`config.mk`:
```
export PLATFORM = sky130hd
export DESIGN_NAME = capture_record_type_filter_core_flat
export DESIGN_NICKNAME = d
export VERILOG_FILES = /design/src/hdl/crtf_pkg.sv /design/src/hdl/crtf_if.sv /design/src/hdl/crtf_front.sv /design/src/hdl/crtf_fifo.sv /design/src/hdl/crtf_back.sv /design/src/hdl/capture_record_type_filter_core.sv /design/src/flat_wrapper.sv
export SDC_FILE = /design/constraint.sdc
export NUM_CORES = 1
export LEC_CHECK = 0
export ABC_CLOCK_PERIOD_IN_PS = 8300
export BUFFER_PORTS_ARGS = -buffer_cell sky130_fd_sc_hd__buf_4
export CORE_ASPECT_RATIO = 0.7
export CORE_UTILIZATION = 62
export DETAILED_ROUTE_END_ITERATION = 16
export PLACE_DENSITY = 0.81
export REMOVE_ABC_BUFFERS = 1
export SLEW_MARGIN = 20
export SYNTH_ARGS = -nofsm -noshare
export SYNTH_HDL_FRONTEND = slang
export SYNTH_HIERARCHICAL = 1
export SYNTH_SLANG_ARGS = --single-unit
```
`constraint.sdc`:
```
create_clock -name i_clk -period 8.3 [get_ports i_clk]
set_input_delay 1.245 -clock i_clk [delete_from_list [all_inputs] [get_ports i_clk]]
set_output_delay 1.245 -clock i_clk [all_outputs]
set_load 0.03 [all_outputs]
```
`src/hdl/crtf_pkg.sv`:
```
// Package for the capture record type filter.
// Holds the record layout constants, phase and result codes and the queue entry type.
// No dependencies.
package crtf_pkg;

    // Record header layout
    localparam int unsigned HDR_LEN   = 20;
    localparam int unsigned DELIM_LEN = 4;
    localparam int unsigned LEN_START = 12;

    localparam int unsigned TYPE_W = 27;

    // Delimiter characters, in stream order
    localparam logic [7:0] DELIM_CHARS [DELIM_LEN] = '{8'h40, 8'h52, 8'h44, 8'h43};

    // Parser phase codes
    localparam logic [1:0] PH_HEADER   = 2'd0;
    localparam logic [1:0] PH_PAYLOAD  = 2'd1;
    localparam logic [1:0] PH_BADDELIM = 2'd2;
    localparam logic [1:0] PH_TRUNC    = 2'd3;

    // Result kind codes
    localparam logic [2:0] KIND_PAYLOAD  = 3'd0;
    localparam logic [2:0] KIND_REPORT   = 3'd1;
    localparam logic [2:0] KIND_DONE     = 3'd2;
    localparam logic [2:0] KIND_BADDELIM = 3'd3;
    localparam logic [2:0] KIND_TRUNC    = 3'd4;

    // Work item passed from the parser to the output stage
    typedef struct packed {
        logic              emit;       // produces a result transaction
        logic              rec_inc;    // bump record count
        logic              byte_inc;   // bump byte count
        logic [2:0]        kind;
        logic [7:0]        payload_byte;
        logic [TYPE_W-1:0] message_type;
        logic              record_end;
    } t_entry;

    // Queue status seen by the output stage
    typedef struct packed {
        logic empty;
        logic full;
    } t_q_status;

endpackage

```
`src/hdl/crtf_if.sv`:
```
// Channel interfaces for the capture record type filter: input bytes, results, config.
// No dependencies.
interface crtf_in_if;
    logic       valid;
    logic       ready;
    logic [7:0] data_byte;
    logic       end_of_stream;

    modport source (output valid, output data_byte, output end_of_stream, input ready);
    modport sink   (input valid, input data_byte, input end_of_stream, output ready);
endinterface

interface crtf_out_if;
    logic        valid;
    logic        ready;
    logic [2:0]  kind;
    logic [7:0]  payload_byte;
    logic [26:0] message_type;
    logic        record_end;
    logic [31:0] records_captured;
    logic [31:0] bytes_captured;

    modport source (output valid, output kind, output payload_byte, output message_type,
                    output record_end, output records_captured, output bytes_captured,
                    input ready);
    modport sink   (input valid, input kind, input payload_byte, input message_type,
                    input record_end, input records_captured, input bytes_captured,
                    output ready);
endinterface

interface crtf_cfg_if;
    logic        valid;
    logic        ready;
    logic [26:0] data;

    modport source (output valid, output data, input ready);
    modport sink   (input valid, input data, output ready);
endinterface

```
`src/hdl/crtf_front.sv`:
```
// Parser front end: takes stream bytes, tracks headers and payload, classifies each
// byte into a queue entry. Holds the wanted type register. Depends on crtf_pkg, crtf_if.
module crtf_front
    import crtf_pkg::*;
(
    input  logic            i_clk,
    input  logic            i_rst_n,
    crtf_in_if.sink         i_in,
    crtf_cfg_if.sink        i_cfg,
    input  logic            i_q_full,
    output logic            o_push,
    output t_entry          o_entry
);

    logic [TYPE_W-1:0] r_wanted;
    logic [1:0]        r_phase,  n_phase;
    logic [4:0]        r_hpos,   n_hpos;
    logic              r_dgood,  n_dgood;
    logic [TYPE_W-1:0] r_type,   n_type;
    logic              r_tstop,  n_tstop;
    logic [TYPE_W-1:0] r_len,    n_len;
    logic              r_lstop,  n_lstop;
    logic [TYPE_W-1:0] r_left,   n_left;
    logic              r_sel,    n_sel;

    logic       accept;
    logic [7:0] b;
    logic       is_digit;
    logic [3:0] digit;
    logic       last;
    logic       sel;

    assign i_in.ready  = !i_q_full;
    assign i_cfg.ready = 1'b1;
    assign accept      = i_in.valid && !i_q_full;
    assign b           = i_in.data_byte;
    assign is_digit    = (b >= 8'h30) && (b <= 8'h39);
    assign digit       = b[3:0];

    // Config register
    always_ff @(posedge i_clk) begin
        if (!i_rst_n) begin
            r_wanted <= '0;
        end else if (i_cfg.valid) begin
            r_wanted <= i_cfg.data;
        end
    end

    // Classify one transaction
    always_comb begin
        n_phase = r_phase;
        n_hpos  = r_hpos;
        n_dgood = r_dgood;
        n_type  = r_type;
        n_tstop = r_tstop;
        n_len   = r_len;
        n_lstop = r_lstop;
        n_left  = r_left;
        n_sel   = r_sel;
        o_push  = 1'b0;
        o_entry = '0;
        last    = (r_left == TYPE_W'(1));
        sel     = 1'b0;
        if (accept) begin
            if (i_in.end_of_stream) begin
                o_push       = 1'b1;
                o_entry.emit = 1'b1;
                case (r_phase)
                    PH_BADDELIM: o_entry.kind = KIND_BADDELIM;
                    PH_TRUNC:    o_entry.kind = KIND_TRUNC;
                    default: begin
                        if (r_phase == PH_HEADER && r_hpos == '0) begin
                            o_entry.kind = KIND_DONE;
                        end else begin
                            o_entry.kind = KIND_TRUNC;
                            n_phase      = PH_TRUNC;
                        end
                    end
                endcase
            end else if (r_phase == PH_PAYLOAD) begin
                n_left = r_left - TYPE_W'(1);
                if (last) begin
                    n_phase = PH_HEADER;
                end
                if (r_wanted == '0) begin
                    if (last) begin
                        o_push               = 1'b1;
                        o_entry.emit         = 1'b1;
                        o_entry.rec_inc      = 1'b1;
                        o_entry.kind         = KIND_REPORT;
                        o_entry.message_type = r_type;
                    end
                end else if (r_sel) begin
                    o_push               = 1'b1;
                    o_entry.emit         = 1'b1;
                    o_entry.byte_inc     = 1'b1;
                    o_entry.rec_inc      = last;
                    o_entry.kind         = KIND_PAYLOAD;
                    o_entry.payload_byte = b;
                    o_entry.message_type = r_type;
                    o_entry.record_end   = last;
                end
            end else if (r_phase == PH_HEADER) begin
                // a new header starts from cleared fields
                if (r_hpos == '0) begin
                    n_dgood = 1'b1;
                    n_type  = '0;
                    n_tstop = 1'b0;
                    n_len   = '0;
                    n_lstop = 1'b0;
                end
                if (r_hpos < 5'(DELIM_LEN)) begin
                    if (b != DELIM_CHARS[r_hpos[1:0]]) begin
                        n_dgood = 1'b0;
                    end
                end else if (r_hpos < 5'(LEN_START)) begin
                    if (!n_tstop) begin
                        if (is_digit) begin
                            n_type = (n_type << 3) + (n_type << 1) + TYPE_W'(digit);
                        end else begin
                            n_tstop = 1'b1;
                        end
                    end
                end else begin
                    if (!n_lstop) begin
                        if (is_digit) begin
                            n_len = (n_len << 3) + (n_len << 1) + TYPE_W'(digit);
                        end else begin
                            n_lstop = 1'b1;
                        end
                    end
                end
                // header complete
                if (r_hpos == 5'(HDR_LEN - 1)) begin
                    n_hpos = '0;
                    if (!n_dgood) begin
                        n_phase      = PH_BADDELIM;
                        o_push       = 1'b1;
                        o_entry.emit = 1'b1;
                        o_entry.kind = KIND_BADDELIM;
                    end else begin
                        sel    = (r_wanted != '0) && (n_type == r_wanted);
                        n_sel  = sel;
                        n_left = n_len;
                        if (n_len != '0) begin
                            n_phase = PH_PAYLOAD;
                        end else if (r_wanted == '0) begin
                            o_push               = 1'b1;
                            o_entry.emit         = 1'b1;
                            o_entry.rec_inc      = 1'b1;
                            o_entry.kind         = KIND_REPORT;
                            o_entry.message_type = n_type;
                        end else if (sel) begin
                            // matched empty record: counted, nothing shown
                            o_push          = 1'b1;
                            o_entry.rec_inc = 1'b1;
                        end
                    end
                end else begin
                    n_hpos = r_hpos + 5'd1;
                end
            end
        end
    end

    // Parser state
    always_ff @(posedge i_clk) begin
        if (!i_rst_n) begin
            r_phase <= PH_HEADER;
            r_hpos  <= '0;
            r_dgood <= 1'b1;
            r_type  <= '0;
            r_tstop <= 1'b0;
            r_len   <= '0;
            r_lstop <= 1'b0;
            r_left  <= '0;
            r_sel   <= 1'b0;
        end else begin
            r_phase <= n_phase;
            r_hpos  <= n_hpos;
            r_dgood <= n_dgood;
            r_type  <= n_type;
            r_tstop <= n_tstop;
            r_len   <= n_len;
            r_lstop <= n_lstop;
            r_left  <= n_left;
            r_sel   <= n_sel;
        end
    end

    // Checks
    a_hpos_range: assert property (@(posedge i_clk) disable iff (!i_rst_n)
        r_hpos < 5'(HDR_LEN))
        else $error("header position out of range");

    a_payload_nonzero: assert property (@(posedge i_clk) disable iff (!i_rst_n)
        r_phase == PH_PAYLOAD |-> r_left != '0)
        else $error("payload phase with nothing left");

    // truncation may freeze the header position mid-header; the other phases start at zero
    a_hpos_zero_outside_header: assert property (@(posedge i_clk) disable iff (!i_rst_n)
        (r_phase == PH_PAYLOAD || r_phase == PH_BADDELIM) |-> r_hpos == '0)
        else $error("header position left mid-header outside header phase");

endmodule

```
`src/hdl/crtf_fifo.sv`:
```
// Short queue of classified entries between parser and output stage.
// Depends on crtf_pkg.
module crtf_fifo
    import crtf_pkg::*;
(
    input  logic      i_clk,
    input  logic      i_rst_n,
    input  logic      i_push,
    input  t_entry    i_entry,
    input  logic      i_pop,
    output t_entry    o_head,
    output t_q_status o_status
);

    localparam int unsigned DEPTH = 4;
    localparam int unsigned PTR_W = $clog2(DEPTH);

    t_entry             r_mem [DEPTH];
    logic [PTR_W-1:0]   r_wr;
    logic [PTR_W-1:0]   r_rd;
    logic [PTR_W:0]     r_cnt;

    assign o_status.empty = (r_cnt == '0);
    assign o_status.full  = (r_cnt == (PTR_W+1)'(DEPTH));
    assign o_head         = r_mem[r_rd];

    // Storage
    always_ff @(posedge i_clk) begin
        if (i_push) begin
            r_mem[r_wr] <= i_entry;
        end
    end

    // Pointers and fill level
    always_ff @(posedge i_clk) begin
        if (!i_rst_n) begin
            r_wr  <= '0;
            r_rd  <= '0;
            r_cnt <= '0;
        end else begin
            if (i_push) begin
                r_wr <= r_wr + PTR_W'(1);
            end
            if (i_pop) begin
                r_rd <= r_rd + PTR_W'(1);
            end
            if (i_push && !i_pop) begin
                r_cnt <= r_cnt + (PTR_W+1)'(1);
            end else if (!i_push && i_pop) begin
                r_cnt <= r_cnt - (PTR_W+1)'(1);
            end
        end
    end

    // Checks
    a_no_overflow: assert property (@(posedge i_clk) disable iff (!i_rst_n)
        !(i_push && o_status.full))
        else $error("push into full queue");

    a_no_underflow: assert property (@(posedge i_clk) disable iff (!i_rst_n)
        !(i_pop && o_status.empty))
        else $error("pop from empty queue");

    a_level: assert property (@(posedge i_clk) disable iff (!i_rst_n)
        r_cnt <= (PTR_W+1)'(DEPTH))
        else $error("queue level out of range");

endmodule

```
`src/hdl/crtf_back.sv`:
```
// Output stage: applies queue entries to the saturating counters and drives
// the registered result channel. Depends on crtf_pkg, crtf_if.
module crtf_back
    import crtf_pkg::*;
#(
    parameter int COUNT_WIDTH = 32
) (
    input  logic       i_clk,
    input  logic       i_rst_n,
    input  t_entry     i_head,
    input  t_q_status  i_status,
    output logic       o_pop,
    crtf_out_if.source o_out
);

    logic [COUNT_WIDTH-1:0] r_rec_cnt, n_rec_cnt;
    logic [COUNT_WIDTH-1:0] r_byte_cnt, n_byte_cnt;
    logic                   r_valid;
    logic [2:0]             r_kind;
    logic [7:0]             r_pbyte;
    logic [TYPE_W-1:0]      r_mtype;
    logic                   r_rend;

    // Take the head when the output register is free or being drained
    assign o_pop = !i_status.empty && (!r_valid || o_out.ready);

    // Saturating counter updates
    always_comb begin
        n_rec_cnt  = r_rec_cnt;
        n_byte_cnt = r_byte_cnt;
        if (o_pop && i_head.rec_inc && r_rec_cnt != '1) begin
            n_rec_cnt = r_rec_cnt + COUNT_WIDTH'(1);
        end
        if (o_pop && i_head.byte_inc && r_byte_cnt != '1) begin
            n_byte_cnt = r_byte_cnt + COUNT_WIDTH'(1);
        end
    end

    // Counters and valid
    always_ff @(posedge i_clk) begin
        if (!i_rst_n) begin
            r_rec_cnt  <= '0;
            r_byte_cnt <= '0;
            r_valid    <= 1'b0;
        end else begin
            r_rec_cnt  <= n_rec_cnt;
            r_byte_cnt <= n_byte_cnt;
            if (o_pop) begin
                r_valid <= i_head.emit;
            end else if (o_out.ready) begin
                r_valid <= 1'b0;
            end
        end
    end

    // Result payload
    always_ff @(posedge i_clk) begin
        if (o_pop && i_head.emit) begin
            r_kind  <= i_head.kind;
            r_pbyte <= i_head.payload_byte;
            r_mtype <= i_head.message_type;
            r_rend  <= i_head.record_end;
            o_out.records_captured <= 32'(n_rec_cnt);
            o_out.bytes_captured   <= 32'(n_byte_cnt);
        end
    end

    assign o_out.valid        = r_valid;
    assign o_out.kind         = r_kind;
    assign o_out.payload_byte = r_pbyte;
    assign o_out.message_type = r_mtype;
    assign o_out.record_end   = r_rend;

    // Checks
    a_rec_monotonic: assert property (@(posedge i_clk) disable iff (!i_rst_n)
        $past(i_rst_n) |-> r_rec_cnt >= $past(r_rec_cnt))
        else $error("record count went down");

    a_byte_monotonic: assert property (@(posedge i_clk) disable iff (!i_rst_n)
        $past(i_rst_n) |-> r_byte_cnt >= $past(r_byte_cnt))
        else $error("byte count went down");

    a_no_overwrite: assert property (@(posedge i_clk) disable iff (!i_rst_n)
        r_valid && !o_out.ready |-> !o_pop)
        else $error("result overwritten while stalled");

endmodule

```
`src/hdl/capture_record_type_filter_core.sv`:
```
// Top level of the capture record type filter: parser, entry queue, output stage.
// Depends on crtf_pkg, crtf_if, crtf_front, crtf_fifo, crtf_back.
//
//   channel   dir   payload                                     transaction when
//   i_in      in    data_byte, end_of_stream                    valid && ready
//   o_out     out   kind, payload_byte, message_type,           valid && ready
//                   record_end, records_captured, bytes_captured
//   i_cfg     in    data (wanted type)                          valid && ready
//
// One byte per cycle while the queue is not full; each result is classified
// combinationally, held in the entry queue, then in the output register.
// The four-entry queue absorbs output stalls; i_in.ready drops only when it is full.
// Reset is synchronous, active low; it clears all parser state, counts and the
// wanted type. Bytes without a result also wait while the queue is full.
module capture_record_type_filter_core
    import crtf_pkg::*;
#(
    parameter int COUNT_WIDTH = 32
) (
    input  logic        i_clk,
    input  logic        i_rst_n,
    crtf_in_if.sink     i_in,
    crtf_cfg_if.sink    i_cfg,
    crtf_out_if.source  o_out
);

    logic      push;
    logic      pop;
    t_entry    entry;
    t_entry    head;
    t_q_status q_status;

    crtf_front u_front (
        .i_clk    (i_clk),
        .i_rst_n  (i_rst_n),
        .i_in     (i_in),
        .i_cfg    (i_cfg),
        .i_q_full (q_status.full),
        .o_push   (push),
        .o_entry  (entry)
    );

    crtf_fifo u_fifo (
        .i_clk    (i_clk),
        .i_rst_n  (i_rst_n),
        .i_push   (push),
        .i_entry  (entry),
        .i_pop    (pop),
        .o_head   (head),
        .o_status (q_status)
    );

    crtf_back #(
        .COUNT_WIDTH (COUNT_WIDTH)
    ) u_back (
        .i_clk    (i_clk),
        .i_rst_n  (i_rst_n),
        .i_head   (head),
        .i_status (q_status),
        .o_pop    (pop),
        .o_out    (o_out)
    );

endmodule

```
`src/flat_wrapper.sv`:
```
// flat-port wrapper written by rule: the top's interface ports become plain ports
module capture_record_type_filter_core_flat import crtf_pkg::*;
#(
    parameter int COUNT_WIDTH = 32
)
  (i_clk, i_rst_n, i_in_valid, i_in_data_byte, i_in_end_of_stream, i_in_ready, i_cfg_valid, i_cfg_data, i_cfg_ready, o_out_valid, o_out_kind, o_out_payload_byte, o_out_message_type, o_out_record_end, o_out_records_captured, o_out_bytes_captured, o_out_ready);
  crtf_in_if i_in_i ();
  crtf_cfg_if i_cfg_i ();
  crtf_out_if o_out_i ();
  input  logic i_clk;
  input  logic i_rst_n;
  input wire logic [$bits(i_in_i.valid)-1:0] i_in_valid;
  input wire logic [$bits(i_in_i.data_byte)-1:0] i_in_data_byte;
  input wire logic [$bits(i_in_i.end_of_stream)-1:0] i_in_end_of_stream;
  output wire logic [$bits(i_in_i.ready)-1:0] i_in_ready;
  input wire logic [$bits(i_cfg_i.valid)-1:0] i_cfg_valid;
  input wire logic [$bits(i_cfg_i.data)-1:0] i_cfg_data;
  output wire logic [$bits(i_cfg_i.ready)-1:0] i_cfg_ready;
  output wire logic [$bits(o_out_i.valid)-1:0] o_out_valid;
  output wire logic [$bits(o_out_i.kind)-1:0] o_out_kind;
  output wire logic [$bits(o_out_i.payload_byte)-1:0] o_out_payload_byte;
  output wire logic [$bits(o_out_i.message_type)-1:0] o_out_message_type;
  output wire logic [$bits(o_out_i.record_end)-1:0] o_out_record_end;
  output wire logic [$bits(o_out_i.records_captured)-1:0] o_out_records_captured;
  output wire logic [$bits(o_out_i.bytes_captured)-1:0] o_out_bytes_captured;
  input wire logic [$bits(o_out_i.ready)-1:0] o_out_ready;
  assign i_in_i.valid = i_in_valid;
  assign i_in_i.data_byte = i_in_data_byte;
  assign i_in_i.end_of_stream = i_in_end_of_stream;
  assign i_in_ready = i_in_i.ready;
  assign i_cfg_i.valid = i_cfg_valid;
  assign i_cfg_i.data = i_cfg_data;
  assign i_cfg_ready = i_cfg_i.ready;
  assign o_out_valid = o_out_i.valid;
  assign o_out_kind = o_out_i.kind;
  assign o_out_payload_byte = o_out_i.payload_byte;
  assign o_out_message_type = o_out_i.message_type;
  assign o_out_record_end = o_out_i.record_end;
  assign o_out_records_captured = o_out_i.records_captured;
  assign o_out_bytes_captured = o_out_i.bytes_captured;
  assign o_out_i.ready = o_out_ready;
  capture_record_type_filter_core #(.COUNT_WIDTH(COUNT_WIDTH)) u_core (.i_clk(i_clk), .i_rst_n(i_rst_n), .i_in(i_in_i), .i_cfg(i_cfg_i), .o_out(o_out_i));
endmodule
```
==> Yosys cells after proc, flatten, opt, wreduce, memory -nomap -nowiden <==
Memories as Yosys holds them, arrays and structs flattened. A register that Yosys moved wholly into a read port is not among the register bits.
Index checks and enable logic that the tools add are counted.
Widths: inputs -> output; s select.
{ "totals": {"ramBits": 168, "reg_bits": 294, "mem_count": 1, "latch_bits": 0, "rom_bits": 0, "elab_cells": 221, "out_inout_bits": 106} }
{ "memory_table": {"columns": ["name", "depth", "word_bits", "rd", "rd_ports_with_merged_regs", "wr", "line_no", "rtl"], "rows": [
  ["u_core.u_fifo.r_mem", 4, 42, 1, 1, 1, "crtf_fifo.sv:18", "t_entry r_mem [DEPTH];"]
]} }
{ "op_classes": {"n_reduce_logical": 36, "eq_ne": 14, "muxes": 128, "multipliers": 0, "n_shift": 0, "add_sub_neg": 12, "bitwise_logic": 3, "div": 0, "n_lt_le_gt_ge": 5} }
{ "ops": {"columns": ["op", "count"], "rows": [
  ["$mux 27", 38],
  ["$mux 42", 2],
  ["$add 32x1->32 const B", 2],
  ["$mux 32", 2],
  ["$ne 32x32->1 const B", 2],
  ["$add 27x27->27", 2],
  ["$add 27x4->27", 2],
  ["$reduce_bool 27->1", 2],
  ["$mux 1", 51],
  ["$mux 2", 21],
  ["$mux 36", 1],
  ["$mux 8", 4],
  ["$eq 27x1->1 const B", 1],
  ["$eq 27x27->1", 1],
  ["$logic_not 27->1", 1],
  ["$sub 27x1->27 const B", 1],
  ["$mux 3", 6],
  ["$bmux 8 s2", 1],
  ["$logic_and 1x1->1", 12],
  ["$reduce_bool 2->1", 5],
  ["$ge 8x6->1 const B", 1],
  ["$le 8x6->1 const B", 1],
  ["$ne 8x8->1", 1],
  ["$reduce_and 7->1", 1],
  ["other kinds (28)", 37]
]} }

==> Logic depth before layout (Yosys ltp) <==
Gate-level depths: netlist of run 1.
{ "logic_depth": {"word_depth": 31, "mapped_depth": 29, "mapped_depth_nobuf": 26} }

==> Modules after synthesis <==
The synthesis of run 1 kept the hierarchy.
{ "modules_own_cells": {"columns": ["module", "seq_area_each_um2", "area_each_um2", "cells_each", "n_inst"], "rows": [
  ["crtf_front", 2382.3, 11359.6, 1566, 1],
  ["crtf_back", 4394.2, 7045.5, 588, 1],
  ["crtf_fifo", 5225.0, 6558.8, 263, 1]
]} }

==> Worst setup path after synthesis of run 1 <==
Ideal clock, no wire load.
{ "synth_path": {"path_type": "flip-flop to flip-flop", "startpoint": "register u_core.u_front.r_hpos[0]", "endpoint": "memory u_core/u_fifo/r_mem[0][0] in the netlist's numbering (enable)", "required_time_ps": 7897, "t_arrival_ps": 6535, "stages_incl_launch_ff": 24, "synth_period_minus_slack_ps": 6938, "n_path_buf": 5, "setup_slack_ps": 1362, "path_cell_list": "dfxtp_1 > inv_1 > ha_1 > or4b_4 > buf_6 > buf_6 > buf_6 > clkbuf_1 > clkbuf_1 > and2_1 > ha_1 > ha_1 > nor2b_1 > o31a_1 > o21a_1 > o311a_1 > o211a_1 > a31o_1 > a2111oi_0 > nand4_1 > nor4_2 > nand2_1 > a311oi_1 > and2_1"} }
{ "synth_between": {"elab_chain_len": 29, "elab_cells_between_ends": 70, "cone_classes": "4 x add/sub; 2 x order compare; 3 x eq/ne; 57 x mux; 1 x bitwise; 3 x reduce/logical"} }
{ "synth_lines": {"columns": ["element", "line_no", "rtl"], "rows": [
  ["start, declared", "crtf_front.sv:17", "logic [4:0] r_hpos, n_hpos;"],
  ["start signal, assigned", "crtf_front.sv:180", "r_hpos <= n_hpos;"],
  ["$logic_not 5->1", "crtf_front.sv:105", "if (r_hpos == '0) begin"],
  ["$mux 27", "crtf_front.sv:105", null],
  ["$mux 27", "crtf_front.sv:103", "end else if (r_phase == PH_HEADER) begin"],
  ["$mux 27", "crtf_front.sv:80", "end else if (r_phase == PH_PAYLOAD) begin"],
  ["$mux 27", "crtf_front.sv:65", "if (i_in.end_of_stream) begin"],
  ["$mux 27", "crtf_front.sv:64", "if (accept) begin"],
  ["$add 27x27->27", "crtf_front.sv:119", "n_type = (n_type << 3) + (n_type << 1) + TYPE_W'(digit);"],
  ["$add 27x4->27", "crtf_front.sv:119", null],
  ["(+14 left out)", null, null],
  ["$mux 1 *", "crtf_front.sv:134", "if (r_hpos == 5'(HDR_LEN - 1)) begin"],
  ["$mux 1 *", "crtf_front.sv:103", null],
  ["$mux 1 *", "crtf_front.sv:80", null],
  ["$mux 1 *", "crtf_front.sv:65", null],
  ["$mux 1 *", "crtf_front.sv:64", null],
  ["named net u_core.push", "capture_record_type_filter_core.sv:27", "logic push;"],
  ["$mux 1 *", "crtf_fifo.sv:29", "if (i_push) begin"],
  ["$mux 1 (implied by the code) *", "crtf_fifo.sv:30", "r_mem[r_wr] <= i_entry;"],
  ["end, declared", "crtf_fifo.sv:18", null]
]} }
Mark *: on every way through the listed nets, which the timed path passes. The rest lies on a longest branch. The select of a mux whose other input is x is not followed.

==> Final worst setup path of run 1 <==
{ "layout_path": {"startpoint": "register u_core.u_front.r_hpos[0]", "endpoint": "register u_core.u_fifo.r_cnt[2]"} }
{ "layout_between": {"elab_chain_len": 30, "elab_cells_between_ends": 73, "cone_classes": "4 x add/sub; 2 x order compare; 3 x eq/ne; 56 x mux; 1 x bitwise; 7 x reduce/logical"} }
{ "layout_lines": {"columns": ["element", "line_no", "rtl"], "rows": [
  ["$logic_not 5->1", "crtf_front.sv:105", null],
  ["$mux 27", "crtf_front.sv:105", null],
  ["$mux 27", "crtf_front.sv:103", null],
  ["$mux 27", "crtf_front.sv:80", null],
  ["$mux 27", "crtf_front.sv:65", null],
  ["$mux 27", "crtf_front.sv:64", null],
  ["$add 27x27->27", "crtf_front.sv:119", null],
  ["$add 27x4->27", "crtf_front.sv:119", null],
  ["(+15 left out)", null, null],
  ["$mux 1 *", "crtf_front.sv:103", null],
  ["$mux 1 *", "crtf_front.sv:80", null],
  ["$mux 1 *", "crtf_front.sv:65", null],
  ["$mux 1 *", "crtf_front.sv:64", null],
  ["named net u_core.push", "capture_record_type_filter_core.sv:27", null],
  ["$logic_not 1->1", "crtf_fifo.sv:49", "end else if (!i_push && i_pop) begin"],
  ["$logic_and 1x1->1", "crtf_fifo.sv:49", null],
  ["$reduce_bool 2->1 (no source line)", null, null],
  ["end signal, assigned", "crtf_fifo.sv:48", "r_cnt <= r_cnt + (PTR_W+1)'(1);"],
  ["end signal, assigned", "crtf_fifo.sv:50", "r_cnt <= r_cnt - (PTR_W+1)'(1);"],
  ["end, declared", "crtf_fifo.sv:21", "logic [PTR_W:0] r_cnt;"]
]} }
Marked as above.
A chain may end at the register's enable or synchronous reset.

==> results of run 1 <==
==> cell type report <==
cell class              instances  area, sq um
repair buffers                173         1310
diodes                          3         7.51
well taps                     535          669
flip-flops and latches        464        12000
inverters                      72          272
fillers                      2893        11900
multi-input cells            1754        12100
clock buffers                  47         1120
clock inverters                33          362
==> path summary, 6_finish.rpt <==
kind	from	end	slack, ns
min reg2reg	u_core/u_front/r_len[17]	u_core/u_front/r_len[17]	0.45
max reg2reg	u_core/u_front/r_hpos[0]	u_core/u_fifo/r_cnt[2]	0.94
min	u_core/u_front/r_len[17]	u_core/u_front/r_len[17]	0.45
max	u_core/u_front/r_hpos[0]	u_core/u_fifo/r_cnt[2]	0.94
==> stage by stage <==
stage               setup slack, ns  util (%)  instances  hold WS (ns)  power, W
finish                        0.937      70.1       3081         0.452   0.00651
global route                  0.446      70.1       3081         0.489   0.00672
CTS                            1.09      70.1       3077         0.451   0.00653
detailed placement             1.14      66.3       2997         0.443   0.00444
global placement               1.15      66.3       2997         0.441   0.00440
floorplan                     0.453         -       2290         0.432   0.00389
==> per-layer routing <==
layer	wire length (microns)	global-route usage [%]	share of wire, %
met5	0	0	0
met4	1430	7.54	2.0
met3	7290	7.38	10
met2	30800	50.6	43
met1	31600	51.2	44
==> power by group through the flow <==
stage                     Combinational [W]  Sequential (W)  Clock, W
final                               0.00149         0.00293   0.00210
after global routing                0.00157         0.00295   0.00220
after CTS                           0.00149         0.00293   0.00211
after detailed placement            0.00147         0.00297         0
after global placement              0.00144         0.00296         0
after floorplan                    0.000552         0.00334         0
==> sequential cells by signal (all words and copies together) (netlist names), 3 cells and up, named ones only <==
| signal | flops |
|---|---|
| u_core/u_back/r_byte_cnt | 32 |
| u_core/u_back/o_out.bytes_captured | 32 |
| u_core/u_back/o_out.records_captured | 32 |
| u_core/u_fifo/r_cnt | 3 |
| u_core/u_back/o_out.payload_byte | 8 |
| u_core/u_front/r_left | 27 |
| u_core/u_front/r_type | 27 |
| u_core/u_front/r_wanted | 27 |
| u_core/u_back/o_out.kind | 3 |
| u_core/u_back/r_rec_cnt | 32 |
| u_core/u_front/r_len | 27 |
| u_core/u_back/o_out.message_type | 27 |
| u_core/u_front/r_hpos | 5 |
| u_core/u_fifo/r_mem | 168 |
==> logic make-up after synthesis <==
family	synth area share, %
XOR/XNOR	4.37
multiplexers	7.00
AO/OA/AOI/OAI	12.6
buffers and inverters	3.58
AND/OR/NAND/NOR	18.6
flip-flops	48.1
adder cells (fa/ha/maj)	5.78
other	0.0150
==> synth_stat cells, types with 40 or more instances <==
cell / instances
nand3_1: 64
mux4_2: 40
nand2_1: 220
dfxtp_1: 193
a211oi_1: 44
edfxtp_1: 271
xnor2_1: 57
inv_1: 71
mux2i_1: 76
nand4_1: 52
and2_1: 90
nor3_1: 67
nor2_1: 222
nand2b_1: 42
xor2_1: 65
o21ai_0: 86
clkbuf_1: 84
ha_1: 109
a21oi_1: 149
==> critical path, cell delays in order (launching register included) <==
cell	delay, ns
dfxtp_1	0.39
inv_1	0.12
ha_1	0.19
or4b_4	0.77
and2_1	0.32
ha_1	0.20
o21bai_1	0.16
ha_1	0.34
nor2b_1	0.16
o31a_1	0.33
o21a_1	0.30
a2111oi_0	0.75
o31ai_1	0.20
xnor2_1	0.18
a22oi_1	0.30
xnor2_1	0.17
nor4_2	0.39
nand2_1	0.15
a311oi_1	0.37
buf_4	0.22
ha_1	0.18
inv_1	0.06
fa_1	0.37
xor2_1	0.16
or3_1	0.30
a21boi_0	0.16
==> key figures, run 1 <==
Run status
  • Outcome: complete, no violations

Clocking
  • Number of gates resized after CTS: 0
  • TritonCTS clock tree: yes
  • Clock insertion delay at the later pin of the skew report: 0.57 ns
  • Clock slew at reported path FFs: about 0.060 ns
  • Clock sinks: 464
  • CTS root buffer: clkbuf_16
  • Clock tree buffer depth: 3
  • Post-CTS setup buffer count: 0
  • Number of buffers created by CTS: between 40 and 50
  • Hold buffers post-CTS: 0
  • # H-tree levels: 2

Detailed routing
  • Routed wire per std cell: 23.1 microns
  • Number of nets with antenna violations after detailed routing: 0
  • 1st-iter DRT viols: 2552
  • Total via count after detailed routing: 19900
  • Drt first pass iters: 6
  • Post-detailed-routing wire length: 71200 microns
  • Via density per instance: between 6 and 7
  • Detailed-route DRC error count: 0

Pwr
  • Fraction of power consumed by combinational cells: 22.8%
  • Power density over the cells: about 230 nW/um^2
  • Switching share of power: 31.3%
  • Int Pwr: 0.00447 W
  • Sequential group share of total power: approximately 45%
  • Worst voltage drop across the vdd grid: 269 uV
  • Static power due to leakage: 10.6 nW
  • Net switching power figure: between 0.002 and 0.0025 W
  • Power share of the clock group: 32.2%

Placement
  • Final weighted congestion of routability-driven global placement: 0.966
  • Instance area at placement: around 26000 sq um
  • Number of port buffers: ~150
  • Post-DP HPWL: 48900 microns

Run
  • Max-cap check violation count: 0

Synth
  • Register bit count reported by yosys: between 400 and 500
  • Count of flip-flops with a built-in enable after synthesis: 271
  • Number of instances in the synthesized netlist: 2417
  • Post-synth ARST share: 0%
  • Area share of the largest cell type after synthesis: roughly 33%
  • Portion of the post-synthesis area used by sequential elements: 48.1%
  • Cell types occupying the most area after synthesis: edfxtp_1, dfxtp_1, ha_1, mux4_2, nor2_1
  • Post-Syn Area: 25000 sq um
  • Synthesis Warnings: 6
  • Number of library cell types mapped by synthesis: 97
  • Mean instance size in the synthesized netlist: about 10 sq um
  • Post-synth top area cell: edfxtp_1
  • Most used flip-flop cell after synthesis: edfxtp_1

Critical path
  • Worst Path Class, Setup: reg2reg
  • Kind of end point of the critical path: register
  • Setup crit start kind: register
  • Largest fanout of any net on the critical path: 48
  • R2R cell count: 25
  • Arrival time of the worst setup path: 7.85 ns
  • Data required time at the worst endpoint: 8.79 ns

Min path
  • Hold-critical path depth: 2
  • Type of the tightest min-delay check: reg2reg

Timing
  • Period minus WS final: ~7.4 ns
  • Max-slew violation count: 0
  • Max Fclk: approximately 140 MHz
  • Slew of the pin with the lowest slew margin: 1.11 ns
  • Max-slew headroom at the worst pin: 26.1%
  • Final hold violation count: 0
  • Accumulated negative setup slack: 0 ns
  • Setup violations, final: 0
  • Setup repair after global routing missed its margin: no
  • Tcrit/Tclk final: 88.7%
  • Max Clock Skew: about 0.017 ns

Finish
  • Area delta synth->final: 11.5%
  • Most frequent standard cell in the layout excluding fill and tap cells: edfxtp_1
  • Layout cell share with drive strength beyond 1: 13.5%
  • Most used cells in the layout excluding fill and tap cells: edfxtp_1, nor2_1, nand2_1
  • Total number of nets in the final design: 2662
  • Final standard cell area without fillers: 27800 sq um

Global routing
  • Total routing usage reported by global routing: 34.1%
  • Global-route wire length before repair: 109000 microns
  • GR Overflow Total: 0
  • Number of global-route vias before repair: 18500
  • Initial antenna violation count: 2
  • Largest net degree at the start of global routing: 90

Floorplanning
  • Die Area: 41100 sq um
  • Die Wd: 242 microns
  • Num rows: 61
  • Number of ports placed on the die boundary: 147
  • Standard cell core area: 39700 sq um
  • Initial core utilization: 62.9%
  • Die height: 170 microns
Power figures use the tool's default switching activity.
==> run 2, diff against run 1 <==
--- a/config.mk
+++ b/config.mk
@@ -5,6 +5,7 @@
 export SDC_FILE = /design/constraint.sdc
 export NUM_CORES = 1
 export LEC_CHECK = 0
+export ABC_AREA = 1
 export ABC_CLOCK_PERIOD_IN_PS = 8300
 export BUFFER_PORTS_ARGS = -buffer_cell sky130_fd_sc_hd__buf_4
 export CORE_ASPECT_RATIO = 0.7
==> key figures, run 2 <==
Finish
  • Number of flip-flops under the largest register name: 168 (unchanged)
  • Number of antenna cells inserted: 0 (was 3)
  • Register containing the most flip-flops in the final layout: u_core/u_fifo/r_mem (unchanged)
  • Filler instances: 3380 (was 2893)
  • Area of the multi-input gates: 12000 sq um (was 12100 sq um)
  • Most used cells in the layout excluding fill and tap cells: nand2_1, inv_1, nor2_1 (was edfxtp_1, nor2_1, nand2_1)
  • Storage element area: 12000 sq um (about the same)
  • Area delta synth->final: 11.0% (was 11.5%)
  • Final standard cell area without fillers: 29200 sq um (was 27800 sq um)
  • Total number of nets in the final design: 3722 (was 2662)
  • Layout cell share with drive strength beyond 1: 8.00% (was 13.5%)
  • Most frequent standard cell in the layout excluding fill and tap cells: nand2_1 (was edfxtp_1)

Floorplanning
  • Die height: 174 microns (was 170 microns)
  • Num rows: 62 (was 61)
  • Initial core utilization: 63.5% (was 62.9%)
  • Die Area: 43200 sq um (was 41100 sq um)
  • Die Wd: 248 microns (was 242 microns)
  • Standard cell core area: 41400 sq um (was 39700 sq um)
  • Number of ports placed on the die boundary: 147 (unchanged)

Timing
  • Max Clock Skew: 0.0150 ns (was 0.0168 ns)
  • Setup violations, final: 0 (unchanged)
  • Tcrit/Tclk final: 83.3% (was 88.7%)
  • Final worst hold slack: 0.457 ns (was 0.452 ns)
  • Setup repair after global routing missed its margin: no (unchanged)
  • Accumulated negative setup slack: 0 ns (unchanged)
  • Max-slew headroom at the worst pin: 26.7% (was 26.1%)
  • Final hold violation count: 0 (unchanged)
  • Period minus WS final: 6.91 ns (was 7.36 ns)
  • Slew of the pin with the lowest slew margin: 1.09 ns (was 1.11 ns)
  • Max Fclk: 145 MHz (was 136 MHz)
  • Max-slew violation count: 0 (unchanged)

Synth
  • Register bit count reported by yosys: 464 (unchanged)
  • Most frequent cells after synthesis: nand2_1, inv_1, nor2_1, edfxtp_1, o21ai_0 (was edfxtp_1, nor2_1, nand2_1, dfxtp_1, a21oi_1)
  • Most repeated cell in the gate-level netlist after synthesis: nand2_1 (was edfxtp_1)
  • Count of flip-flops with a built-in enable after synthesis: 271 (unchanged)
  • Post-synth ARST share: 0% (unchanged)
  • Portion of the post-synthesis area used by sequential elements: 45.6% (was 48.1%)
  • Cell types occupying the most area after synthesis: edfxtp_1, dfxtp_1, nand2_1, inv_1, nor2_1 (was edfxtp_1, dfxtp_1, ha_1, mux4_2, nor2_1)
  • Synthesis Warnings: 6 (unchanged)
  • Number of instances in the synthesized netlist: 3461 (was 2417)
  • Post-synth top area cell: edfxtp_1 (unchanged)
  • Area share of the largest cell type after synthesis: 31.0% (was 32.6%)
  • Mean instance size in the synthesized netlist: 7.60 sq um (was 10.3 sq um)
  • Most used flip-flop cell after synthesis: edfxtp_1 (unchanged)
  • Number of library cell types mapped by synthesis: 56 (was 97)
  • Post-Syn Area: 26300 sq um (was 25000 sq um)

Critical path
  • Most used cell, CP: nand2_1 (was ha_1)
  • Number of buffers and inverters on the critical path: 6 (was 3)
  • Largest delay contributor family on the critical path: simple AND/OR/NAND/NOR gates (was compound AO/OA/AOI/OAI gates)
  • Arrival time of the worst setup path: 7.10 ns (was 7.85 ns)
  • Stage delay of the slowest cell on the critical path: 0.66 ns (was 0.77 ns)
  • Largest fanout of any net on the critical path: 61 (was 48)
  • Kind of end point of the critical path: register (unchanged)
  • Data required time at the worst endpoint: 8.49 ns (was 8.79 ns)
  • Worst Path Class, Setup: reg2reg (unchanged)
  • Setup crit start kind: register (unchanged)
  • Cell with the biggest individual delay on the critical path: nand3_4 (was or4b_4)

Global routing
  • Total routing usage reported by global routing: 34.8% (was 34.1%)
  • Number of global-route vias before repair: 22800 (was 18500)
  • Largest net degree at the start of global routing: 87 (was 90)
  • Global-route wire length before repair: 119000 microns (was 109000 microns)
  • GR Overflow Total: 0 (unchanged)
  • Initial antenna violation count: 0 (was 2)

Pwr
  • Power density over the cells: 254 nW/um^2 (was 234 nW/um^2)
  • Static power due to leakage: 13.6 nW (was 10.6 nW)
  • Worst voltage drop across the vdd grid: 373 uV (was 269 uV)

Clocking
  • Clock slew at reported path FFs: 0.06 ns (about the same)
  • Post-CTS setup buffer count: 0 (unchanged)
  • Hold buffers post-CTS: 0 (unchanged)
  • CTS root buffer: clkbuf_16 (unchanged)
  • # H-tree levels: 2 (unchanged)
  • Number of buffers created by CTS: 45 (was 43)
  • Clock sinks: 464 (unchanged)
  • TritonCTS clock tree: yes (unchanged)
  • Number of gates resized after CTS: 0 (unchanged)
  • Clock insertion delay at the later pin of the skew report: 0.56 ns (was 0.57 ns)
  • Clock tree buffer depth: 3 (unchanged)

Detailed routing
  • Routed wire per std cell: 18.2 microns (was 23.1 microns)
  • Via density per instance: 5.83 (was 6.47)
  • 1st-iter DRT viols: 2676 (was 2552)
  • Total via count after detailed routing: 24200 (was 19900)
  • Detailed-route DRC error count: 0 (unchanged)
  • Post-detailed-routing wire length: 75500 microns (was 71200 microns)
  • Drt first pass iters: 7 (was 6)
  • Number of nets with antenna violations after detailed routing: 0 (unchanged)

Placement
  • Final weighted congestion of routability-driven global placement: 1.03 (was 0.966)
  • Number of port buffers: 145 (unchanged)
  • Post-DP HPWL: 54500 microns (was 48900 microns)
  • Instance area at placement: 27700 sq um (was 26300 sq um)

Min path
  • Type of the tightest min-delay check: reg2reg (unchanged)

Run
  • Max-cap check violation count: 0 (unchanged)

Run status
  • Outcome: complete, no violations (unchanged)
## run 2: per-stage QoR
stage / setup WS, ns / total power [W] / std cells / utilization, %
floorplan: 1.27 / 0.00451 / 3354 / -
global placement: 1.73 / 0.00525 / 4064 / 66.8
detailed placement: 1.64 / 0.00534 / 4064 / 66.8
CTS: 1.62 / 0.00740 / 4145 / 70.4
global route: 0.987 / 0.00772 / 4146 / 70.4
finish: 1.39 / 0.00741 / 4146 / 70.4
## run 2: final timing paths
path,from,slack [ns],cells past startpoint,to
max,u_core/u_front/r_hpos[0],1.39,31,u_core/u_fifo/r_mem[1][6]
min,u_core/u_fifo/r_rd[1],0.46,1,register
max reg2reg,u_core/u_front/r_hpos[0],1.39,31,u_core/u_fifo/r_mem[1][6]
min reg2reg,u_core/u_fifo/r_rd[1],0.46,1,register
## run 2: final cells by class
class | count | area share, %
clock inverters | 26 | 0.995
clock buffers | 55 | 4.02
repair buffers | 167 | 4.37
well taps | 544 | 2.33
flip-flops and latches | 464 | 41.1
inverters | 464 | 5.97
multi-input cells | 2426 | 41.2
## run 2: cell families after synthesis
group | Yosys count | synth area share, %
AND/OR/NAND/NOR | 1731 | 27.5
buffers and inverters | 571 | 8.74
AO/OA/AOI/OAI | 528 | 10.8
flip-flops | 464 | 45.6
adder cells (fa/ha/maj) | 113 | 5.49
XOR/XNOR | 53 | 1.79
other | 1 | 0.0143
## run 2: worst reg2reg max path, delay by kind of cell (launching register included)
family                     cells  cell delay [ns]
and+or+nand+nor               20             3.34
buffers and inverters          6             1.07
adders and majority gates      3             0.97
AOI/OAI and AO/OA              1             0.56
DFF                            1             0.38
xor gates and xnor gates       1             0.17
## run 2: report_power, final
part           switching [W]  internal [W]  leakage [nW]
clock               0.000881       0.00120         0.711
combinational        0.00161      0.000650          8.78
sequential          0.000168       0.00291          4.12
total                0.00266       0.00475          13.6
## run 2: routing by layer
layer	wire length, microns	part of all wire [%]	global-route usage (%)	vias to the layer above
li1	-	-	-	11600
met5	81	0.11	1.36	-
met3	7750	10	6.35	149
met1	32100	43	49.6	11200
met4	2100	2.8	10.3	2
met2	33500	44	54.0	1205
